[src/hdl/dfrd_pkg.sv]
// dfrd_pkg: shared types, opcodes and sizes for the delta-frame run-length decoder
`default_nettype none
package dfrd_pkg;

  // default frame size in words
  localparam int unsigned FRAME_WORDS_DEF = 32768;

  // field widths
  localparam int unsigned ADDR_W  = 15;
  localparam int unsigned COUNT_W = 17;
  localparam int unsigned VALUE_W = 16;
  localparam int unsigned PTR_W   = 18;
  localparam int unsigned SUM_W   = PTR_W + 1;

  // opcodes
  localparam logic [7:0] OP_END        = 8'h00;
  localparam logic [7:0] OP_END_ALT    = 8'h13;
  localparam logic [7:0] OP_SKIP1      = 8'h02;
  localparam logic [7:0] OP_SKIP8      = 8'h03;
  localparam logic [7:0] OP_SKIP16     = 8'h04;
  localparam logic [7:0] OP_COPY_FIRST = 8'h06;
  localparam logic [7:0] OP_COPY_LAST  = 8'h0a;
  localparam logic [7:0] OP_COPY8      = 8'h0b;
  localparam logic [7:0] OP_COPY16     = 8'h0c;
  localparam logic [7:0] OP_FILL_FIRST = 8'h0d;
  localparam logic [7:0] OP_FILL_LAST  = 8'h10;
  localparam logic [7:0] OP_FILL8      = 8'h11;
  localparam logic [7:0] OP_FILL16     = 8'h12;

  // offsets that turn short copy / fill opcodes into run lengths
  localparam logic [7:0] COPY_BASE = 8'h05;
  localparam logic [7:0] FILL_BASE = 8'h0b;

  // parser phases
  typedef enum logic [2:0] {
    PH_OPCODE,
    PH_CNT8,
    PH_CNT_LO,
    PH_CNT_HI,
    PH_WORD_LO,
    PH_WORD_HI
  } dfrd_phase_t;

  // one result word
  typedef struct packed {
    logic [ADDR_W-1:0]  word_addr;
    logic [COUNT_W-1:0] word_count;
    logic [VALUE_W-1:0] word_value;
    logic               frame_end;
    logic               out_of_range;
  } dfrd_result_t;

endpackage
`default_nettype wire

[src/hdl/dfrd_parser.sv]
// dfrd_parser: byte parser state and burst / frame-end result generation
`default_nettype none
module dfrd_parser
  import dfrd_pkg::*;
#(
  parameter int unsigned FRAME_WORDS = FRAME_WORDS_DEF
) (
  input  wire logic         clk,
  input  wire logic         rst_n,
  input  wire logic         acc,
  input  wire logic [7:0]   in_byte,
  output logic              res_valid,
  output dfrd_result_t      res
);

  localparam logic [SUM_W-1:0] FRAME_LIM = SUM_W'(FRAME_WORDS);

  dfrd_phase_t        phase_r, phase_nxt;
  logic [7:0]         opcode_r, opcode_nxt;
  logic [7:0]         low_byte_r, low_byte_nxt;
  logic [COUNT_W-1:0] run_count_r, run_count_nxt;
  logic [PTR_W-1:0]   word_ptr_r, word_ptr_nxt;

  logic               adv_en;
  logic               emit;
  logic               end_hit;
  logic [COUNT_W-1:0] adv_amt;
  logic [VALUE_W-1:0] burst_value;
  logic [VALUE_W-1:0] word16;
  logic [COUNT_W-1:0] rc_dec;
  logic [SUM_W-1:0]   ptr_sum;
  logic               is_literal;

  assign word16     = {in_byte, low_byte_r};
  assign is_literal = (opcode_r >= OP_COPY_FIRST) && (opcode_r <= OP_COPY16);
  assign rc_dec     = (run_count_r != '0) ? run_count_r - COUNT_W'(1) : '0;
  assign ptr_sum    = SUM_W'(word_ptr_r) + SUM_W'(adv_amt);

  // phase decode and next state
  always_comb begin
    phase_nxt     = phase_r;
    opcode_nxt    = opcode_r;
    low_byte_nxt  = low_byte_r;
    run_count_nxt = run_count_r;
    adv_en        = 1'b0;
    emit          = 1'b0;
    end_hit       = 1'b0;
    adv_amt       = '0;
    burst_value   = '0;
    unique case (phase_r)
      PH_CNT8: begin
        phase_nxt = PH_OPCODE;
        if (opcode_r == OP_SKIP8) begin
          adv_en  = 1'b1;
          adv_amt = COUNT_W'(in_byte) + COUNT_W'(1);
        end else begin
          run_count_nxt = COUNT_W'(in_byte) + COUNT_W'(1);
          phase_nxt     = PH_WORD_LO;
        end
      end
      PH_CNT_LO: begin
        low_byte_nxt = in_byte;
        phase_nxt    = PH_CNT_HI;
      end
      PH_CNT_HI: begin
        phase_nxt = PH_OPCODE;
        if (opcode_r == OP_SKIP16) begin
          adv_en  = 1'b1;
          adv_amt = COUNT_W'(word16) + COUNT_W'(1);
        end else begin
          run_count_nxt = COUNT_W'(word16) + COUNT_W'(1);
          phase_nxt     = PH_WORD_LO;
        end
      end
      PH_WORD_LO: begin
        low_byte_nxt = in_byte;
        phase_nxt    = PH_WORD_HI;
      end
      PH_WORD_HI: begin
        adv_en      = 1'b1;
        emit        = 1'b1;
        burst_value = word16;
        if (is_literal) begin
          // literal copy: one word per burst
          run_count_nxt = rc_dec;
          phase_nxt     = (rc_dec == '0) ? PH_OPCODE : PH_WORD_LO;
          adv_amt       = COUNT_W'(1);
        end else begin
          run_count_nxt = '0;
          phase_nxt     = PH_OPCODE;
          adv_amt       = run_count_r;
        end
      end
      default: begin
        // waiting for opcode
        phase_nxt  = PH_OPCODE;
        opcode_nxt = in_byte;
        if (in_byte == OP_END || in_byte == OP_END_ALT) begin
          end_hit = 1'b1;
        end else if (in_byte == OP_SKIP1) begin
          adv_en  = 1'b1;
          adv_amt = COUNT_W'(1);
        end else if (in_byte == OP_SKIP8 || in_byte == OP_COPY8 || in_byte == OP_FILL8) begin
          phase_nxt = PH_CNT8;
        end else if (in_byte == OP_SKIP16 || in_byte == OP_COPY16 ||
                     in_byte == OP_FILL16) begin
          phase_nxt = PH_CNT_LO;
        end else if (in_byte >= OP_COPY_FIRST && in_byte <= OP_COPY_LAST) begin
          run_count_nxt = COUNT_W'(in_byte - COPY_BASE);
          phase_nxt     = PH_WORD_LO;
        end else if (in_byte >= OP_FILL_FIRST && in_byte <= OP_FILL_LAST) begin
          run_count_nxt = COUNT_W'(in_byte - FILL_BASE);
          phase_nxt     = PH_WORD_LO;
        end
      end
    endcase
  end

  // pointer update and result forming
  always_comb begin
    word_ptr_nxt = word_ptr_r;
    res_valid    = emit || end_hit;
    res          = '0;
    if (end_hit) begin
      word_ptr_nxt  = '0;
      res.frame_end = 1'b1;
    end else if (adv_en) begin
      word_ptr_nxt = ptr_sum[PTR_W] ? {PTR_W{1'b1}} : ptr_sum[PTR_W-1:0];
    end
    if (emit) begin
      if (ptr_sum > FRAME_LIM) begin
        res.out_of_range = 1'b1;
      end else begin
        res.word_addr  = word_ptr_r[ADDR_W-1:0];
        res.word_count = adv_amt;
        res.word_value = burst_value;
      end
    end
  end

  // parser state registers
  always_ff @(posedge clk) begin
    if (!rst_n) begin
      phase_r     <= PH_OPCODE;
      opcode_r    <= '0;
      low_byte_r  <= '0;
      run_count_r <= '0;
      word_ptr_r  <= '0;
    end else if (acc) begin
      phase_r     <= phase_nxt;
      opcode_r    <= opcode_nxt;
      low_byte_r  <= low_byte_nxt;
      run_count_r <= run_count_nxt;
      word_ptr_r  <= word_ptr_nxt;
    end
  end

  // frame end and range flag never come together
  a_end_excl: assert property (@(posedge clk) disable iff (!rst_n)
    res_valid |-> !(res.frame_end && res.out_of_range))
    else $error("frame end flagged out of range");

  // pointer is back at the frame start after a frame end
  a_end_ptr: assert property (@(posedge clk) disable iff (!rst_n)
    (acc && res_valid && res.frame_end) |=> (word_ptr_r == '0))
    else $error("pointer not cleared on frame end");

  // a result only comes from the second byte of a word or an opcode
  a_res_phase: assert property (@(posedge clk) disable iff (!rst_n)
    res_valid |-> (phase_r == PH_WORD_HI || res.frame_end))
    else $error("result from a count or low byte phase");

endmodule
`default_nettype wire

[src/hdl/dfrd_out_buf.sv]
// dfrd_out_buf: two-deep result buffer with registered upstream ready
`default_nettype none
module dfrd_out_buf
  import dfrd_pkg::*;
(
  input  wire logic          clk,
  input  wire logic          rst_n,
  input  wire logic          push,
  input  wire dfrd_result_t  push_data,
  output logic               can_take,
  output logic               out_valid,
  input  wire logic          out_ready,
  output dfrd_result_t       out_data
);

  logic         main_valid_r;
  logic         skid_valid_r;
  dfrd_result_t main_r;
  dfrd_result_t skid_r;
  logic         pop;

  assign pop       = main_valid_r && out_ready;
  assign can_take  = !skid_valid_r;
  assign out_valid = main_valid_r;
  assign out_data  = main_r;

  // valid flags
  always_ff @(posedge clk) begin
    if (!rst_n) begin
      main_valid_r <= 1'b0;
      skid_valid_r <= 1'b0;
    end else if (skid_valid_r) begin
      if (pop) begin
        skid_valid_r <= 1'b0;
      end
    end else if (push) begin
      if (main_valid_r && !pop) begin
        skid_valid_r <= 1'b1;
      end else begin
        main_valid_r <= 1'b1;
      end
    end else if (pop) begin
      main_valid_r <= 1'b0;
    end
  end

  // result words
  always_ff @(posedge clk) begin
    if (skid_valid_r) begin
      if (pop) begin
        main_r <= skid_r;
      end
    end else if (push) begin
      if (main_valid_r && !pop) begin
        skid_r <= push_data;
      end else begin
        main_r <= push_data;
      end
    end
  end

  // the skid stage only fills behind a full output stage
  a_skid_main: assert property (@(posedge clk) disable iff (!rst_n)
    skid_valid_r |-> main_valid_r)
    else $error("skid word without output word");

  // a stalled push lands in the skid stage
  a_skid_fill: assert property (@(posedge clk) disable iff (!rst_n)
    (push && main_valid_r && !out_ready && !skid_valid_r) |=> skid_valid_r)
    else $error("stalled word dropped");

  // the skid stage drains on a taken word
  a_skid_drain: assert property (@(posedge clk) disable iff (!rst_n)
    (skid_valid_r && out_ready) |=> (!skid_valid_r && main_valid_r))
    else $error("skid stage not drained");

endmodule
`default_nettype wire

[src/hdl/delta_frame_rle_decoder_unit.sv]
// delta_frame_rle_decoder_unit: top level of the delta-frame run-length decoder
//
//   port group  direction  contents
//   in_*        input      one stream byte per word (in_byte)
//   out_*       output     write burst or frame-end marker per word
//
// One byte is taken per clock while in_ready is high; each burst is registered
// in the two-deep result buffer before it leaves on out_*.
// in_ready falls only while both result stages are full.
// Synchronous active-low reset clears the parser and empties the buffer.
// Bytes are still taken while out_ready is low, until both stages hold a word.
`default_nettype none
module delta_frame_rle_decoder_unit
  import dfrd_pkg::*;
#(
  parameter int unsigned FRAME_WORDS = FRAME_WORDS_DEF
) (
  input  wire logic               clk,
  input  wire logic               rst_n,
  input  wire logic               in_valid,
  output logic                    in_ready,
  input  wire logic [7:0]         in_byte,
  output logic                    out_valid,
  input  wire logic               out_ready,
  output logic [ADDR_W-1:0]       out_word_addr,
  output logic [COUNT_W-1:0]      out_word_count,
  output logic [VALUE_W-1:0]      out_word_value,
  output logic                    out_frame_end,
  output logic                    out_out_of_range
);

  logic         acc;
  logic         res_valid;
  dfrd_result_t res;
  dfrd_result_t out_data;

  assign acc = in_valid && in_ready;

  // byte parser
  dfrd_parser #(
    .FRAME_WORDS(FRAME_WORDS)
  ) u_parser (
    .clk       (clk),
    .rst_n     (rst_n),
    .acc       (acc),
    .in_byte   (in_byte),
    .res_valid (res_valid),
    .res       (res)
  );

  // result buffer
  dfrd_out_buf u_out_buf (
    .clk       (clk),
    .rst_n     (rst_n),
    .push      (acc && res_valid),
    .push_data (res),
    .can_take  (in_ready),
    .out_valid (out_valid),
    .out_ready (out_ready),
    .out_data  (out_data)
  );

  assign out_word_addr    = out_data.word_addr;
  assign out_word_count   = out_data.word_count;
  assign out_word_value   = out_data.word_value;
  assign out_frame_end    = out_data.frame_end;
  assign out_out_of_range = out_data.out_of_range;

endmodule
`default_nettype wire
[config.mk]
export PLATFORM = sky130hd
export DESIGN_NAME = delta_frame_rle_decoder_unit
export DESIGN_NICKNAME = d
export VERILOG_FILES = /design/src/hdl/dfrd_pkg.sv /design/src/hdl/dfrd_parser.sv /design/src/hdl/dfrd_out_buf.sv /design/src/hdl/delta_frame_rle_decoder_unit.sv
export SDC_FILE = /design/constraint.sdc
export NUM_CORES = 1
export LEC_CHECK = 0
export BUFFER_PORTS_ARGS = -buffer_cell sky130_fd_sc_hd__buf_2
export CORE_UTILIZATION = 53
export CTS_CLUSTER_DIAMETER = 150
export DETAILED_ROUTE_END_ITERATION = 10
export PLACE_DENSITY = 0.72
export SYNTH_ARGS = -nofsm -noshare
export SYNTH_HDL_FRONTEND = slang
export SYNTH_SLANG_ARGS = --single-unit
[constraint.sdc]
create_clock -name clk -period 8.7 [get_ports clk]
set_input_delay 0.87 -clock clk [delete_from_list [all_inputs] [get_ports clk]]
set_output_delay 0.87 -clock clk [all_outputs]
set_load 0.05 [all_outputs]
Word-level counts from Yosys, hierarchy flattened
Cells that the tools add are included.
{ "classes": {"add_sub_neg": 6, "magnitude_cmp": 7, "n_eq_ne": 24, "n_mux": 56, "bitwise_logic": 3, "reduce_logical": 31} }
{ "ops": {"columns": ["operator", "count"], "rows": [
  ["17-bit two-way mux", 14],
  ["50-bit two-way mux", 4],
  ["17-bit one-hot mux with 4 select lines", 2],
  ["48-bit two-way mux", 2],
  ["18-bit two-way mux", 3],
  ["3-bit two-way mux", 10],
  ["8-bit by 2-bit == test with 1-bit output (second input constant)", 3],
  ["8-bit by 5-bit == test with 1-bit output (second input constant)", 3],
  ["18-bit by 17-bit adder with 19-bit output", 1],
  ["19-bit by 16-bit greater-than comparator with 1-bit output (second input constant)", 1],
  ["1-bit two-way mux", 18],
  ["16-bit by 1-bit adder with 17-bit output (second input constant)", 1],
  ["17-bit zero test", 1],
  ["17-bit nonzero test", 1],
  ["17-bit by 1-bit subtractor with 17-bit output (second input constant)", 1],
  ["8-bit by 3-bit == test with 1-bit output (second input constant)", 2],
  ["8-bit by 4-bit == test with 1-bit output (second input constant)", 2],
  ["8-bit by 3-bit greater-or-equal comparator with 1-bit output (second input constant)", 2],
  ["8-bit by 4-bit less-or-equal comparator with 1-bit output (second input constant)", 2],
  ["16-bit two-way mux", 1],
  ["4-bit != test (second input constant)", 4],
  ["3-bit one-hot mux with 5 select lines", 1],
  ["8-bit by 1-bit adder with 9-bit output (second input constant)", 1],
  ["3-bit AND reduction", 3],
  ["21 further kinds", 44]
]} }
{ "word_totals": {"regBits": 156, "inputBits": 12, "elab_cells": 144} }

Longest topological paths before layout
Gate-level depths: netlist of run 1.
{ "depth": {"ltp_word": 11, "depth_mapped": 19, "depth_no_buf": 16} }

Cells and area by module
A second synthesis of run 1 with hierarchy kept.
{ "hier_totals": {"hier_cells": 887, "hier_area_um2": 9011.1} }
{ "by_module_without_submodules": {"columns": ["module", "n_inst", "cells_each", "area_per_inst_um2", "seq_area_each_um2"], "rows": [
  ["dfrd_parser", 1, 715, 5074.9, 1081.0],
  ["dfrd_out_buf", 1, 170, 3923.8, 3042.9],
  ["delta_frame_rle_decoder_unit", 1, 2, 12.5, 0.0]
]} }

Least setup slack after synthesis of run 1
No wires, ideal clock.
{ "synth_path": {"kind": "input -> register", "start": "input in_byte[1]", "end": "register u_out_buf.skid_r[0] (netlist name), enable pin", "setup_ns": 0.531, "arrival_ns": 5.813, "t_required_ns": 8.169, "path_slack_ns": 2.356, "path_stages": 9, "path_cell_list": "clkbuf_1 inv_1 ha_1 mux2i_1 nor4_1 o21ai_0 nand2_1 nand2_1 nor3b_1"} }
{ "synth_via": {"elab_chain_cells": 7, "word_cells_on_any_way": 8, "classes_between": "eq/ne (1); mux (2); reduce/logical (5)"} }
{ "synth_lines": {"columns": ["item", "line", "source"], "rows": [
  ["start: declaration", "delta_frame_rle_decoder_unit.sv:22", "input wire logic [7:0] in_byte,"],
  ["8-bit by 5-bit == test with 1-bit output / 8-bit zero test (equally long branches)", "dfrd_parser.sv:98", "if (in_byte == OP_END || in_byte == OP_END_ALT) begin"],
  ["1-bit logical OR *", "dfrd_parser.sv:98", null],
  ["1-bit two-way mux *", "dfrd_parser.sv:98", null],
  ["1-bit two-way mux *", "dfrd_parser.sv:50", "unique case (phase_r)"],
  ["1-bit logical OR *", "dfrd_parser.sv:122", "res_valid = emit || end_hit;"],
  ["1-bit logical AND *", "delta_frame_rle_decoder_unit.sv:55", ".push (acc && res_valid),"],
  ["3-bit AND reduction (no source line) *", null, null],
  ["end signal: assignment", "dfrd_out_buf.sv:55", "skid_r <= push_data;"],
  ["end: declaration", "dfrd_out_buf.sv:19", "dfrd_result_t skid_r;"]
]} }
Every way passes the cells marked *; elsewhere a longest branch is shown, timed or not.
A chain may end at the register's enable or synchronous reset.

Worst setup path after layout of run 1
{ "layout_path": {"start": "input in_byte[1]", "end": "register u_out_buf.main_r (netlist bit u_out_buf.out_data[13]) (data pin)"} }
{ "layout_via": {"elab_chain_cells": 11, "word_cells_on_any_way": 18, "classes_between": "add/sub (3); order compare (1); eq/ne (2); mux (10); reduce/logical (2)"} }
{ "layout_lines": {"columns": ["item", "line", "source"], "rows": [
  ["parallel branches: the longest is 3 deep, another holds 16-bit by 1-bit adder with 17-bit output", null, null],
  ["17-bit one-hot mux with 4 select lines *", "dfrd_parser.sv:50", null],
  ["18-bit by 17-bit adder with 19-bit output *", "dfrd_parser.sv:37", "assign ptr_sum = SUM_W'(word_ptr_r) + SUM_W'(adv_amt);"],
  ["19-bit by 16-bit greater-than comparator with 1-bit output *", "dfrd_parser.sv:131", "if (ptr_sum > FRAME_LIM) begin"],
  ["48-bit two-way mux *", "dfrd_parser.sv:131", null],
  ["48-bit two-way mux *", "dfrd_parser.sv:130", "if (emit) begin"],
  ["50-bit two-way mux *", "dfrd_out_buf.sv:54", "if (main_valid_r && !pop) begin"],
  ["50-bit two-way mux *", "dfrd_out_buf.sv:53", "end else if (push) begin"],
  ["50-bit two-way mux *", "dfrd_out_buf.sv:49", "if (skid_valid_r) begin"],
  ["end signal: assignment", "dfrd_out_buf.sv:51", "main_r <= skid_r;"],
  ["end signal: assignment", "dfrd_out_buf.sv:57", "main_r <= push_data;"],
  ["end: declaration", "dfrd_out_buf.sv:18", "dfrd_result_t main_r;"]
]} }
Mark *: on every way between the ends. The select of a mux whose other input is x is not followed.

==> metrics.md, run 1 <==
| Metric | Value |
|---|---|
| Synth warn | 0 |
| CTS tree | built |
| Pin count of the biggest net entering global routing | 90 |
| Finished Layout Cells | 1253 |
| Max Clock Skew | 0.01847 ns |
| # setup viols final | 0 |
| Final TNS setup | 0 ns |
| Worst-path fanout max | 80 |
| Pint | 0.001299 W |
| Worst-path clk slew | 0.07 ns |
| Max incr delay on CP | 0.51 ns |
| Combinational Power Share | 8.3% |
| Total Wirelength | 23750 um |
| CP required | 8.94 ns |
| Min cycle time layout | 5.797 ns |
| Setup CP Type | input port to register |
| Site row count | 47 |
| First-pass GRT wire length | 38030 um |
| Sw Share | 25.21% |
| Overall die width | 133.8 um |
| Reg-to-reg endpoint | u_out_buf.out_data[13]$_DFFE_PP_ |
| Core Area | 16760 sq um |
| Pleak | 3.852 nW |
| Least-Margin Pin Slew | 1.175 ns |
| Dpl hpwl | 16370 um |
| Hold buffers post-CTS | 0 |
| P&R area growth vs syn | 10.93% |
| PnR worst setup slack | 2.903 ns |
| CP arrival | 6.04 ns |
| Most common flop cell mapped by yosys | edfxtp_1 |
| Setup crit start | in_byte[1] |
| Placed cell count | 1221 |
| Asr flop ratio synth | 0% |
| Clock sink total | 156 |
| Setup crit end | u_out_buf.out_data[13]$_DFFE_PP_ |
| Vias in the first global route | 7057 |
| Wire per inst | 18.95 um |
| R2R cell count | 16 |
| Type of the worst min-delay path | register to register |
| Fin util | 60.93% |
| CTS root buf | clkbuf_16 |
| Maximum VDD drop | 0.0001488 V |
| Initial drt markers | 1023 |
| Grt total ovfl | 0 |
| Initial antenna violation count | 0 |
| GP Congestion | 0.9469 |
| Vias/cell | 6.144 |
| Longest Clk Path Bufs | 2 |
| Resized cells post-CTS | 0 |
| #FFs+latches synth | 156 |
| Layout cells sized above 1 | 15.20% |
| Sequential share of power | 46.3% |
| Initial core utilization | 54.93% |
| DR vias | 7699 |
| Final cycle utilization of the critical path | 66.63% |
| ANT cells | 0 |
| Synth area leaders | edfxtp_1, dfxtp_1, nand2_1, o41ai_2, o21ai_0 |
| Final Max Tran Viols | 0 |
| Pre-CTS setup slack | 2.570 ns |
| Post-synth top area share | 32.62% |
| Crit-path slowest cell | a221oi_2 |
| Maximum clock rate | 172.5 MHz |
| CTS Buf Count | 17 |
| Final Net Count | 1057 |
| GRT Util Overall | 27.29% |
| Crit-path cells | buf_2, inv_1, ha_1, mux2i_1, nor4_1, o21bai_1, o211ai_1, ha_1, fa_1, a21o_1, a221oi_2, xnor2_1, a2111oi_0, or4b_1, nor4_2, o21ai_4, buf_4, o41ai_2 |
| Die Area | 17900 sq um |
| Synthesized area | 9206 sq um |
| DRT Pass-1 Iters | 5 |
| Unique masters post-synth | 72 |
| # H-tree levels | 4 |
| EDFF count, synth | 100 |
| Final Hold Viols | 0 |
| R2R Setup Slk | 2.96 ns |
| Die Ht | 133.8 um |
| Post-route DRC | 0 |
| Crit path launch type | input port |
| Seq/Total Area, Yosys | 44.79% |
| Crit. End Element | register |
| Pwr dens | 170.1 nW/um^2 |
| DRT antenna net count | 0 |
| Syn avg cell area | 9.216 sq um |
| Unrepaired setup endpoints after global routing | no |
| Top Ports | 64 |
| Worst path most repeated cell | ha_1 |
| Net Count, Synth | 1036 |
| Worst-skew pair later-pin latency | 0.44 ns |
| Worst r2r src | u_parser.phase_r[2]$_SDFFE_PN0P_ |
| Outcome | completed |
| NetSw | 0.0004380 W |
| Rel. slew slack | 21.68% |
| Setup bufs post-CTS | 0 |
| Cells after Synth | 999 |
| Area leader, netlist | edfxtp_1 |
| Port-buffer cells | 63 |
| Clk network pwr share | 45.4% |
| Max_cap viols | 0 |
critical path, delay by kind of cell:
family,cells,cell delay (ns)
muxes,1,0.08
xor gates and xnor gates,1,0.16
adders and majority gates,3,1.00
and+or+nand+nor,3,1.20
buffers and inverters,3,0.85
AOI/OAI and AO/OA,7,1.81
power groups by stage:
stage,clock (W),combinational (W),sequential (W)
global route,0.000830,0.000156,0.000806
detailed placement,0,0.000139,0.000820
CTS,0.000802,0.000140,0.000804
finish,0.000789,0.000143,0.000805
floorplan,0,0.000105,0.000818
global placement,0,0.000139,0.000820
metrics by stage:
step,hold slack [ns],cell area [sq um],total power [W]
after floorplan,0.4355,9206,0.0009228
after detailed placement,0.4553,9590,0.0009596
after global routing,0.4891,10210,0.001792
after global placement,0.4458,9590,0.0009589
after CTS,0.4654,10210,0.001747
final,0.4636,10210,0.001737
layer usage:
metal / track usage, % / vias to the layer above / routed length, um
li1: - / 3699 / -
met1: 39.89 / 3632 / 10810
met2: 39.72 / 328 / 10320
met3: 5.933 / 40 / 2080
met4: 9.470 / 0 / 536
met5: 0 / - / 0
kinds of logic after synthesis:
group | synth area share, %
xor gates and xnor gates | 3.996
AOI/OAI and AO/OA | 21.20
and+or+nand+nor | 21.07
DFF | 44.79
adders and majority gates | 3.479
muxes | 0.3262
buffers and inverters | 5.137
Yosys cell counts (9+ instances only):
cell type,n
nand2_1,146
edfxtp_1,100
o21ai_0,74
nor2_1,66
clkbuf_1,56
dfxtp_1,56
nor3_1,55
inv_1,42
a21oi_1,37
xnor2_1,32
nand3_1,31
o41ai_2,31
and3_1,25
ha_1,24
and2_1,14
nor2b_1,14
o22ai_1,11
xor2_1,10
o21ai_1,9
state kept, by name (all words and copies together) (netlist names):
signal,cells
u_out_buf.skid_r,50
u_out_buf.skid_valid_r,1
u_parser.low_byte_r,8
u_parser.phase_r,3
u_out_buf.out_valid,1
u_parser.opcode_r,8
u_out_buf.out_data,50
u_parser.word_ptr_r,18
u_parser.run_count_r,17
cells in the final DEF, fill, tap and decap left out, types with 7 or more instances in the layout:
| cell | count |
|---|---|
| nor3_1 | 55 |
| o21ai_1 | 9 |
| nand2b_1 | 7 |
| nand2_1 | 145 |
| inv_1 | 42 |
| o22ai_1 | 11 |
| o221a_2 | 8 |
| ha_1 | 24 |
| and2_1 | 14 |
| o21ai_0 | 74 |
| clkbuf_16 | 17 |
| xnor2_1 | 32 |
| a21oi_1 | 37 |
| o211ai_1 | 8 |
| nor2b_1 | 14 |
| buf_4 | 9 |
| nand3_1 | 31 |
| xor2_1 | 10 |
| o41ai_2 | 31 |
| dfxtp_1 | 55 |
| nor2_1 | 65 |
| buf_2 | 63 |
| nand4_1 | 8 |
| nor4_1 | 8 |
| and3_1 | 25 |
| edfxtp_1 | 100 |
layout make-up:
class,count,area (sq um)
flip-flops and latches,156,4128
fillers,1423,6548
clock inverters,15,196.4
multi-input cells,727,4632
repair buffers,72,382.9
well taps,220,275.3
clock buffers,17,425.4
inverters,46,172.7
worst min-delay path by stage:
stage / start / slack (ns) / endpoint / depth (start not counted)
2_1_floorplan: u_parser.word_ptr_r[0]$_SDFFE_PN0P_ / 0.44 / u_parser.word_ptr_r[0]$_SDFFE_PN0P_ / 2
3_3_place_gp: u_parser.word_ptr_r[11]$_SDFFE_PN0P_ / 0.45 / u_parser.word_ptr_r[11]$_SDFFE_PN0P_ / 2
3_5_place_dp: u_parser.word_ptr_r[11]$_SDFFE_PN0P_ / 0.46 / u_parser.word_ptr_r[11]$_SDFFE_PN0P_ / 2
4_1_cts: u_parser.word_ptr_r[11]$_SDFFE_PN0P_ / 0.47 / u_parser.word_ptr_r[11]$_SDFFE_PN0P_ / 2
5_1_grt: u_parser.word_ptr_r[11]$_SDFFE_PN0P_ / 0.49 / u_parser.word_ptr_r[11]$_SDFFE_PN0P_ / 2
6_report: u_parser.word_ptr_r[12]$_SDFFE_PN0P_ / 0.46 / u_parser.word_ptr_r[12]$_SDFFE_PN0P_ / 2
Power figures use the tool's default switching activity.
==> run 2: changes to the inputs <==
==> constraint.sdc (replaced) <==
create_clock -name clk -period 5.9 [get_ports clk]
set_input_delay 0.59 -clock clk [delete_from_list [all_inputs] [get_ports clk]]
set_output_delay 0.59 -clock clk [all_outputs]
set_load 0.05 [all_outputs]
==> run 2 against run 1 <==
Net effect:
- non-clock buffer count increased by 11
- highest routed layer unchanged
- wire length up 0.53%
- cell area up 0.31%
- critical path depth down 4
- sequential share of layout area fell by 0.12 points
==> metrics.md, run 2 (synthesized netlist as in run 1, its figures left out) <==
| Metric | Value |
|---|---|
| Least-Margin Pin Slew | 1.056 ns (-0.1190 ns) |
| Worst-path fanout max | 23 (-71%) |
| Setup crit end | u_out_buf.out_data[13]$_DFFE_PP_ |
| Crit. End Element | register |
| First-pass GRT wire length | 37560 um (-1.3%) |
| Overall die width | 133.8 um (unchanged) |
| Setup crit start | u_parser.opcode_r[7]$_SDFFE_PN0P_ |
| Site row count | 47 (unchanged) |
| Worst-skew pair later-pin latency | 0.42 ns (-0.02 ns) |
| Post-route DRC | 0 (unchanged) |
| GRT Util Overall | 27.27% (about the same) |
| Pwr dens | 239.7 nW/um^2 (+41%) |
| Worst-path clk slew | 0.06 ns (about the same) |
| Vias in the first global route | 6898 (-2.3%) |
| Top Ports | 64 (unchanged) |
| Max incr delay on CP | 0.58 ns (+0.07 ns) |
| Post-layout power | 0.002456 W (+41%) |
| Worst r2r src | u_parser.opcode_r[7]$_SDFFE_PN0P_ |
| Clk network pwr share | 42.9% (-2.5 points) |
| Final TNS setup | 0 ns (unchanged) |
| Min cycle time layout | 5.498 ns |
| Pre-CTS setup slack | 0.2776 ns (-2.293 ns) |
| DR vias | 7828 (+1.7%) |
| Setup bufs post-CTS | 0 (unchanged) |
| Crit-path slowest cell | or4_1 |
| Vias/cell | 6.193 (+0.79%) |
| P&R area growth vs syn | 11.27% |
| Wire per inst | 18.89 um (-0.34%) |
| Maximum clock rate | 181.9 MHz |
| Layout cells sized above 1 | 16.00% (+0.80 points) |
| CP delay by family, top | simple AND/OR/NAND/NOR gates |
| Hold path cells | 2 (unchanged) |
| DRT antenna net count | 0 (unchanged) |
| DRT Pass-1 Iters | 5 (unchanged) |
| Die Area | 17900 sq um (unchanged) |
| Max Clock Skew | 0.008915 ns (-0.009552 ns) |
| R2R cell count | 14 (-2) |
| GP Congestion | 0.9397 (-0.76%) |
| CP Depth | 14 (-4) |
| Resized cells post-CTS | 0 (unchanged) |
| CTS root buf | clkbuf_16 |
| Grt total ovfl | 0 (unchanged) |
| CTS tree | built |
| Most frequent cells in the layout | nand2_1, edfxtp_1, o21ai_0 |
| NetSw | 0.0006300 W (+44%) |
| Rel. slew slack | 29.62% (+7.9 points) |
| CTS Buf Count | 17 (unchanged) |
| Dpl hpwl | 16800 um (+2.6%) |
| CP arrival | 5.73 ns (-0.31 ns) |
| Total Wirelength | 23870 um (+0.53%) |
| Hold buffers post-CTS | 0 (unchanged) |
| Pin count of the biggest net entering global routing | 90 (unchanged) |
| Pint | 0.001826 W (+40%) |
| R2R Setup Slk | 0.40 ns (-2.56 ns) |
| Initial core utilization | 54.93% (unchanged) |
| Maximum VDD drop | 0.0002221 V (+49%) |
| Reg-to-reg endpoint | u_out_buf.out_data[13]$_DFFE_PP_ |
| Die Ht | 133.8 um (unchanged) |
| Initial drt markers | 1151 (+13%) |
| Sequential share of power | 48.3% (+2.0 points) |
| Clock sink total | 156 (unchanged) |
| Type of the worst min-delay path | register to register |
| CP required | 6.13 ns (-2.81 ns) |
| Max_cap viols | 0 (unchanged) |
| Setup CP Type | register to register |
| # setup viols final | 0 (unchanged) |
| Port-buffer cells | 63 (unchanged) |
| Pleak | 3.878 nW (+0.67%) |
| Initial antenna violation count | 0 (unchanged) |
| Combinational Power Share | 8.7% (+0.4 points) |
| Final Net Count | 1068 (+1.0%) |
| # H-tree levels | 4 (unchanged) |
| Crit-path cells | or4_1, a21oi_1, nor2_2, a221o_1, ha_1, a21o_1, a31o_1, or3_1, a2111oi_0, or4b_1, nor4_2, o21ai_4, buf_4, o41ai_2 |
| Unrepaired setup endpoints after global routing | no |
| Final cycle utilization of the critical path | 93.19% |
| Longest Clk Path Bufs | 2 (unchanged) |
| Core Area | 16760 sq um (unchanged) |
| Most common cell after layout, fill and taps aside | nand2_1 |
| Outcome | completed |
| Sw Share | 25.66% (+0.45 points) |
| Final Hold Viols | 0 (unchanged) |
| Worst path bufs/invs | 1 (-2) |
| Final Max Tran Viols | 0 (unchanged) |
| PnR worst setup slack | 0.4018 ns (-2.502 ns) |
| ANT cells | 0 (unchanged) |
| Crit path launch type | register |
run 2: changes by cell type in the layout (fill, tap and decap cells not counted), sizes merged:
cell | previous run | this run
clkbuf | 17 | 18
buf | 72 | 83
inv | 51 | 47
clkinvlp | 1 | 4
bufinv | 3 | 1
clkinv | 6 | 8
run 2: worst min-delay path, cell delays in order, from the launching register on:
cell	delay, ns
dfxtp_1	0.33
nand2_1	0.06
nand2_1	0.04
run 2: worst min path at each step:
stage	from	endpoint	slack [ns]
5_1_grt	u_parser.word_ptr_r[11]$_SDFFE_PN0P_	u_parser.word_ptr_r[11]$_SDFFE_PN0P_	0.48
2_1_floorplan	u_parser.word_ptr_r[0]$_SDFFE_PN0P_	u_parser.word_ptr_r[0]$_SDFFE_PN0P_	0.44
6_report	u_parser.word_ptr_r[11]$_SDFFE_PN0P_	u_parser.word_ptr_r[11]$_SDFFE_PN0P_	0.47
4_1_cts	u_parser.word_ptr_r[11]$_SDFFE_PN0P_	u_parser.word_ptr_r[11]$_SDFFE_PN0P_	0.47
3_5_place_dp	u_parser.word_ptr_r[11]$_SDFFE_PN0P_	u_parser.word_ptr_r[11]$_SDFFE_PN0P_	0.46
3_3_place_gp	u_parser.word_ptr_r[11]$_SDFFE_PN0P_	u_parser.word_ptr_r[11]$_SDFFE_PN0P_	0.45
run 2: area by class of cell:
type / instances / area [sq um]
clock buffer: 18 / 429.2
clock inverter: 14 / 135.1
fill: 1443 / 6516
inverter: 46 / 172.7
multi-input combinational: 727 / 4638
sequential: 156 / 4128
tap: 220 / 275.3
timing repair buffer: 83 / 465.4
run 2: per-stage QoR:
stage                     hold slack, ns  instances  instance area (sq um)  util, %
final                             0.4679       1264                  10240    61.12
after floorplan                   0.4355        999                   9211        -
after global routing              0.4850       1264                  10240    61.12
after CTS                         0.4674       1264                  10240    61.12
after global placement            0.4529       1232                   9679    57.75
after detailed placement          0.4588       1232                   9679    57.75
run 2: routing by layer:
metal / track usage [%] / up-vias / part of all wire, %
met4: 10.04 / 0 / 2.2
met3: 3.628 / 35 / 8.3
li1: - / 3743 / -
met2: 38.92 / 380 / 43
met5: 0 / - / 0
met1: 41.84 / 3670 / 46
run 2: power by group through the flow:
stage,logic [W],clock network [W],registers [W]
floorplan,0.000155,0,0.00121
global placement,0.000207,0,0.00121
detailed placement,0.000208,0,0.00121
CTS,0.000210,0.00107,0.00119
global route,0.000234,0.00111,0.00119
finish,0.000214,0.00105,0.00119
==> run 3: changes to the inputs <==
--- a/config.mk
+++ b/config.mk
@@ -6,10 +6,13 @@
 export NUM_CORES = 1
 export LEC_CHECK = 0
 export BUFFER_PORTS_ARGS = -buffer_cell sky130_fd_sc_hd__buf_2
+export CORE_ASPECT_RATIO = 1.5
 export CORE_UTILIZATION = 53
 export CTS_CLUSTER_DIAMETER = 150
+export CTS_CLUSTER_SIZE = 30
 export DETAILED_ROUTE_END_ITERATION = 10
 export PLACE_DENSITY = 0.72
 export SYNTH_ARGS = -nofsm -noshare
 export SYNTH_HDL_FRONTEND = slang
+export SYNTH_HIERARCHICAL = 1
 export SYNTH_SLANG_ARGS = --single-unit
==> run 3 against run 2 <==
Net effect:
- first-iteration DRC count shrank 48%
- highest routed layer unchanged
- sequential cell count is the same
- synthesized area shrank 2.1%
- utilization is essentially flat
- worst hold slack lost 0.094 ns
- sequential share of layout area grew 0.14 points
- non-clock buffer count grew 19
- wire length shrank 2.3%
- combinational power grew 9%
- critical path type unchanged
- critical endpoint is now u_out_buf/out_data[37]$_DFFE_PP_
- total power shrank 0.13%
- sequential power is essentially flat
==> metrics.md, run 3 <==
| Metric | Value |
|---|---|
| Outcome | completed |
| Most common cell after layout, fill and taps aside | nand2_1 |
| Resized cells post-CTS | 0 (unchanged) |
| Final Net Count | 983 (-8.0%) |
| Post-synth top area share | 33.32% (+0.71 points) |
| Pleak | 3.858 nW (-0.53%) |
| CTS tree | built |
| Max Clock Skew | 0.01007 ns (+0.001151 ns) |
| Post-layout power | 0.002452 W (-0.13%) |
| Rel. slew slack | 29.84% (+0.22 points) |
| Most common flop cell mapped by yosys | edfxtp_1 |
| Die Area | 17540 sq um (-2.0%) |
| Synth area leaders | edfxtp_1, dfxtp_1, mux2_4, nand2_1, xnor2_1 |
| Unique masters post-synth | 72 (unchanged) |
| Hold buffers post-CTS | 0 (unchanged) |
| Die Ht | 161.7 um (+21%) |
| Fin util | 61.12% (about the same) |
| EDFF count, synth | 100 (unchanged) |
| Worst-skew pair later-pin latency | 0.43 ns (about the same) |
| Grt total ovfl | 0 (unchanged) |
| Site row count | 58 (+23%) |
| Pre-CTS setup slack | 0.06556 ns (-0.2121 ns) |
| Worst-path clk slew | 0.07 ns (about the same) |
| Maximum clock rate | 175.5 MHz (-3.5%) |
| CP arrival | 5.99 ns (+0.26 ns) |
| Combinational Power Share | 9.5% (+0.8 points) |
| R2R cell count | 15 (+1) |
| Initial antenna violation count | 0 (unchanged) |
| Post-route DRC | 0 (unchanged) |
| Setup bufs post-CTS | 0 (unchanged) |
| Max_cap viols | 0 (unchanged) |
| Final Max Tran Viols | 0 (unchanged) |
| P&R area growth vs syn | 13.22% |
| Worst r2r src | u_parser/opcode_r[7]$_SDFFE_PN0P_ |
| # fillers | 1433 (-0.69%) |
| Final Hold Viols | 0 (unchanged) |
| NetSw | 0.0006482 W (+2.9%) |
| HP Start | out_ready |
| Wire per inst | 19.96 um (+5.7%) |
| Seq/Total Area, Yosys | 45.77% (+0.97 points) |
| Area leader, netlist | edfxtp_1 |
| Synth warn | 6 (+6) |
| Least-Margin Pin Slew | 1.050 ns (-0.005600 ns) |
| WHS Endpoint | u_out_buf/skid_valid_r$_SDFF_PN0_ |
| Unrepaired setup endpoints after global routing | no |
| Dpl hpwl | 16970 um (+1.0%) |
| Hold path cells | 2 (unchanged) |
| Cells after Synth | 887 (-11%) |
| Syn avg cell area | 10.16 sq um (+10%) |
| Final cycle utilization of the critical path | 96.55% (+3.4 points) |
| DR vias | 7216 (-7.8%) |
| Top Ports | 64 (unchanged) |
| Overall die width | 108.5 um (-19%) |
| ANT cells | 0 (unchanged) |
| Clock sink total | 156 (unchanged) |
| Crit path launch type | register |
| PnR worst setup slack | 0.2034 ns (-0.1984 ns) |
| GRT Util Overall | 26.97% (-0.30 points) |
| Sw Share | 26.43% (+0.77 points) |
| DRT antenna net count | 0 (unchanged) |
| # setup viols final | 0 (unchanged) |
| Maximum VDD drop | 0.0002268 V (+2.1%) |
| GP Congestion | 0.9621 (+2.4%) |
| Commonest cells post-synth | nand2_1, edfxtp_1, dfxtp_1 |
| Synthesized area | 9011 sq um (-2.1%) |
| Most frequent cell after synthesis | nand2_1 |
| Core Area | 16690 sq um (-0.41%) |
| Hold WS | 0.3741 ns (-0.09378 ns) |
| Setup CP Type | register to register |
| Type of the worst min-delay path | input port to register |
| Vias in the first global route | 6745 (-2.2%) |
| Total Wirelength | 23330 um (-2.3%) |
| Layout cells sized above 1 | 22.63% (+6.6 points) |
| Worst-path fanout max | 21 (-8.7%) |
| Initial core utilization | 53.99% (-0.94 points) |
| CP required | 6.20 ns (+0.07 ns) |
| Pin count of the biggest net entering global routing | 55 (-39%) |
| Port-buffer cells | 63 (unchanged) |
| Crit. End Element | register |
| First-pass GRT wire length | 35680 um (-5.0%) |
| Initial drt markers | 602 (-48%) |
| Min cycle time layout | 5.697 ns (+0.1984 ns) |
| # H-tree levels | 4 (unchanged) |
| CTS Buf Count | 17 (unchanged) |
| Most frequent cells in the layout | nand2_1, edfxtp_1, buf_2 |
| Clk network pwr share | 42.1% (-0.8 points) |
| #FFs+latches synth | 156 (unchanged) |
| Net Count, Synth | 924 (-11%) |
| Pwr dens | 240.4 nW/um^2 (+0.27%) |
| Longest Clk Path Bufs | 2 (unchanged) |
| Vias/cell | 6.173 (-0.33%) |
| Reg-to-reg endpoint | u_out_buf/out_data[37]$_DFFE_PP_ |
| Pint | 0.001804 W (-1.2%) |
| DRT Pass-1 Iters | 6 (+1) |
| Sequential share of power | 48.4% (about the same) |
| Asr flop ratio synth | 0% (unchanged) |
| R2R Setup Slk | 0.20 ns (-0.20 ns) |
| CTS root buf | clkbuf_16 |
| Final TNS setup | 0 ns (unchanged) |
-- run 3: changes by cell type in the layout (fill, tap and decap cells not counted), moves of 10 or more --
cell,previous run,this run
nor2_1,65,54
and3_1,25,11
o41ai_2,31,0
o21ai_0,74,41
inv_1,42,23
nand3_1,31,21
nor3_2,0,11
mux2_4,0,47
a221o_1,2,15
nand2_1,145,101
buf_4,20,38
-- run 3: worst max-delay path, cell delays in order, from the launching register on --
cell and delay [ns]:
dfxtp_1 0.31, or4_1 0.60, or4_1 0.59, nor2_1 0.17
buf_4 0.19, a32oi_1 0.09, o211ai_1 0.16, ha_1 0.23
fa_1 0.45, or4_1 0.54, or4_1 0.49, or4b_1 0.53
o41a_4 0.50, buf_4 0.24, nor3_1 0.28, mux2_4 0.20
-- run 3: layout make-up --
| type | instances | area (sq um) | share of cell area [%] |
|---|---|---|---|
| clock buffer | 17 | 425.4 | 4.170 |
| clock inverter | 15 | 123.9 | 1.214 |
| inverter | 23 | 86.33 | 0.8462 |
| multi-input combinational | 646 | 4558 | 44.68 |
| sequential | 156 | 4125 | 40.43 |
| tap | 210 | 262.8 | 2.575 |
| timing repair buffer | 102 | 620.6 | 6.083 |
-- run 3: stage by stage --
| stage | std cells | cell area (sq um) |
|---|---|---|
| floorplan | 887 | 9011 |
| global placement | 1137 | 9639 |
| detailed placement | 1137 | 9639 |
| CTS | 1169 | 10190 |
| global route | 1169 | 10200 |
| finish | 1169 | 10200 |
-- run 3: cell families after synthesis --
group / count (synthesis) / share of synthesized area (%)
compound gates: 194 / 14.95
simple gates: 320 / 17.66
flops: 156 / 45.77
mux: 57 / 8.984
fa+ha+maj: 25 / 3.555
xor+xnor: 50 / 4.860
buf+inv: 85 / 4.221
-- run 3: worst max path at each step --
stage                                       from                                to  slack [ns]  cells past startpoint
3_3_place_gp   u_parser/opcode_r[7]$_SDFFE_PN0P_  u_out_buf/out_data[40]$_DFFE_PP_        0.26                     15
2_1_floorplan                         in_byte[7]   u_out_buf/out_data[0]$_DFFE_PP_        0.70                     15
4_1_cts        u_parser/opcode_r[7]$_SDFFE_PN0P_  u_out_buf/out_data[46]$_DFFE_PP_        0.04                     14
5_1_grt        u_parser/opcode_r[7]$_SDFFE_PN0P_  u_out_buf/out_data[37]$_DFFE_PP_        0.02                     15
3_5_place_dp   u_parser/opcode_r[7]$_SDFFE_PN0P_  u_out_buf/out_data[46]$_DFFE_PP_        0.07                     14
6_report       u_parser/opcode_r[7]$_SDFFE_PN0P_  u_out_buf/out_data[37]$_DFFE_PP_        0.20                     15
-- run 3: layer usage --
| layer | up-vias | GRT usage [%] | wire length (um) |
|---|---|---|---|
| met3 | 66 | 4.535 | 1294 |
| met5 | - | 0 | 0 |
| met4 | 0 | 15.72 | 1171 |
| li1 | 3408 | - | - |
| met1 | 3417 | 33.23 | 9499 |
| met2 | 325 | 44.04 | 11370 |
-- run 3: power by group through the flow --
stage               Clock [W]  Sequential [W]  Combinational, W
floorplan                   0         0.00122          0.000159
global placement            0         0.00121          0.000226
detailed placement          0         0.00121          0.000228
CTS                   0.00104         0.00119          0.000229
global route          0.00108         0.00119          0.000251
finish                0.00103         0.00119          0.000233
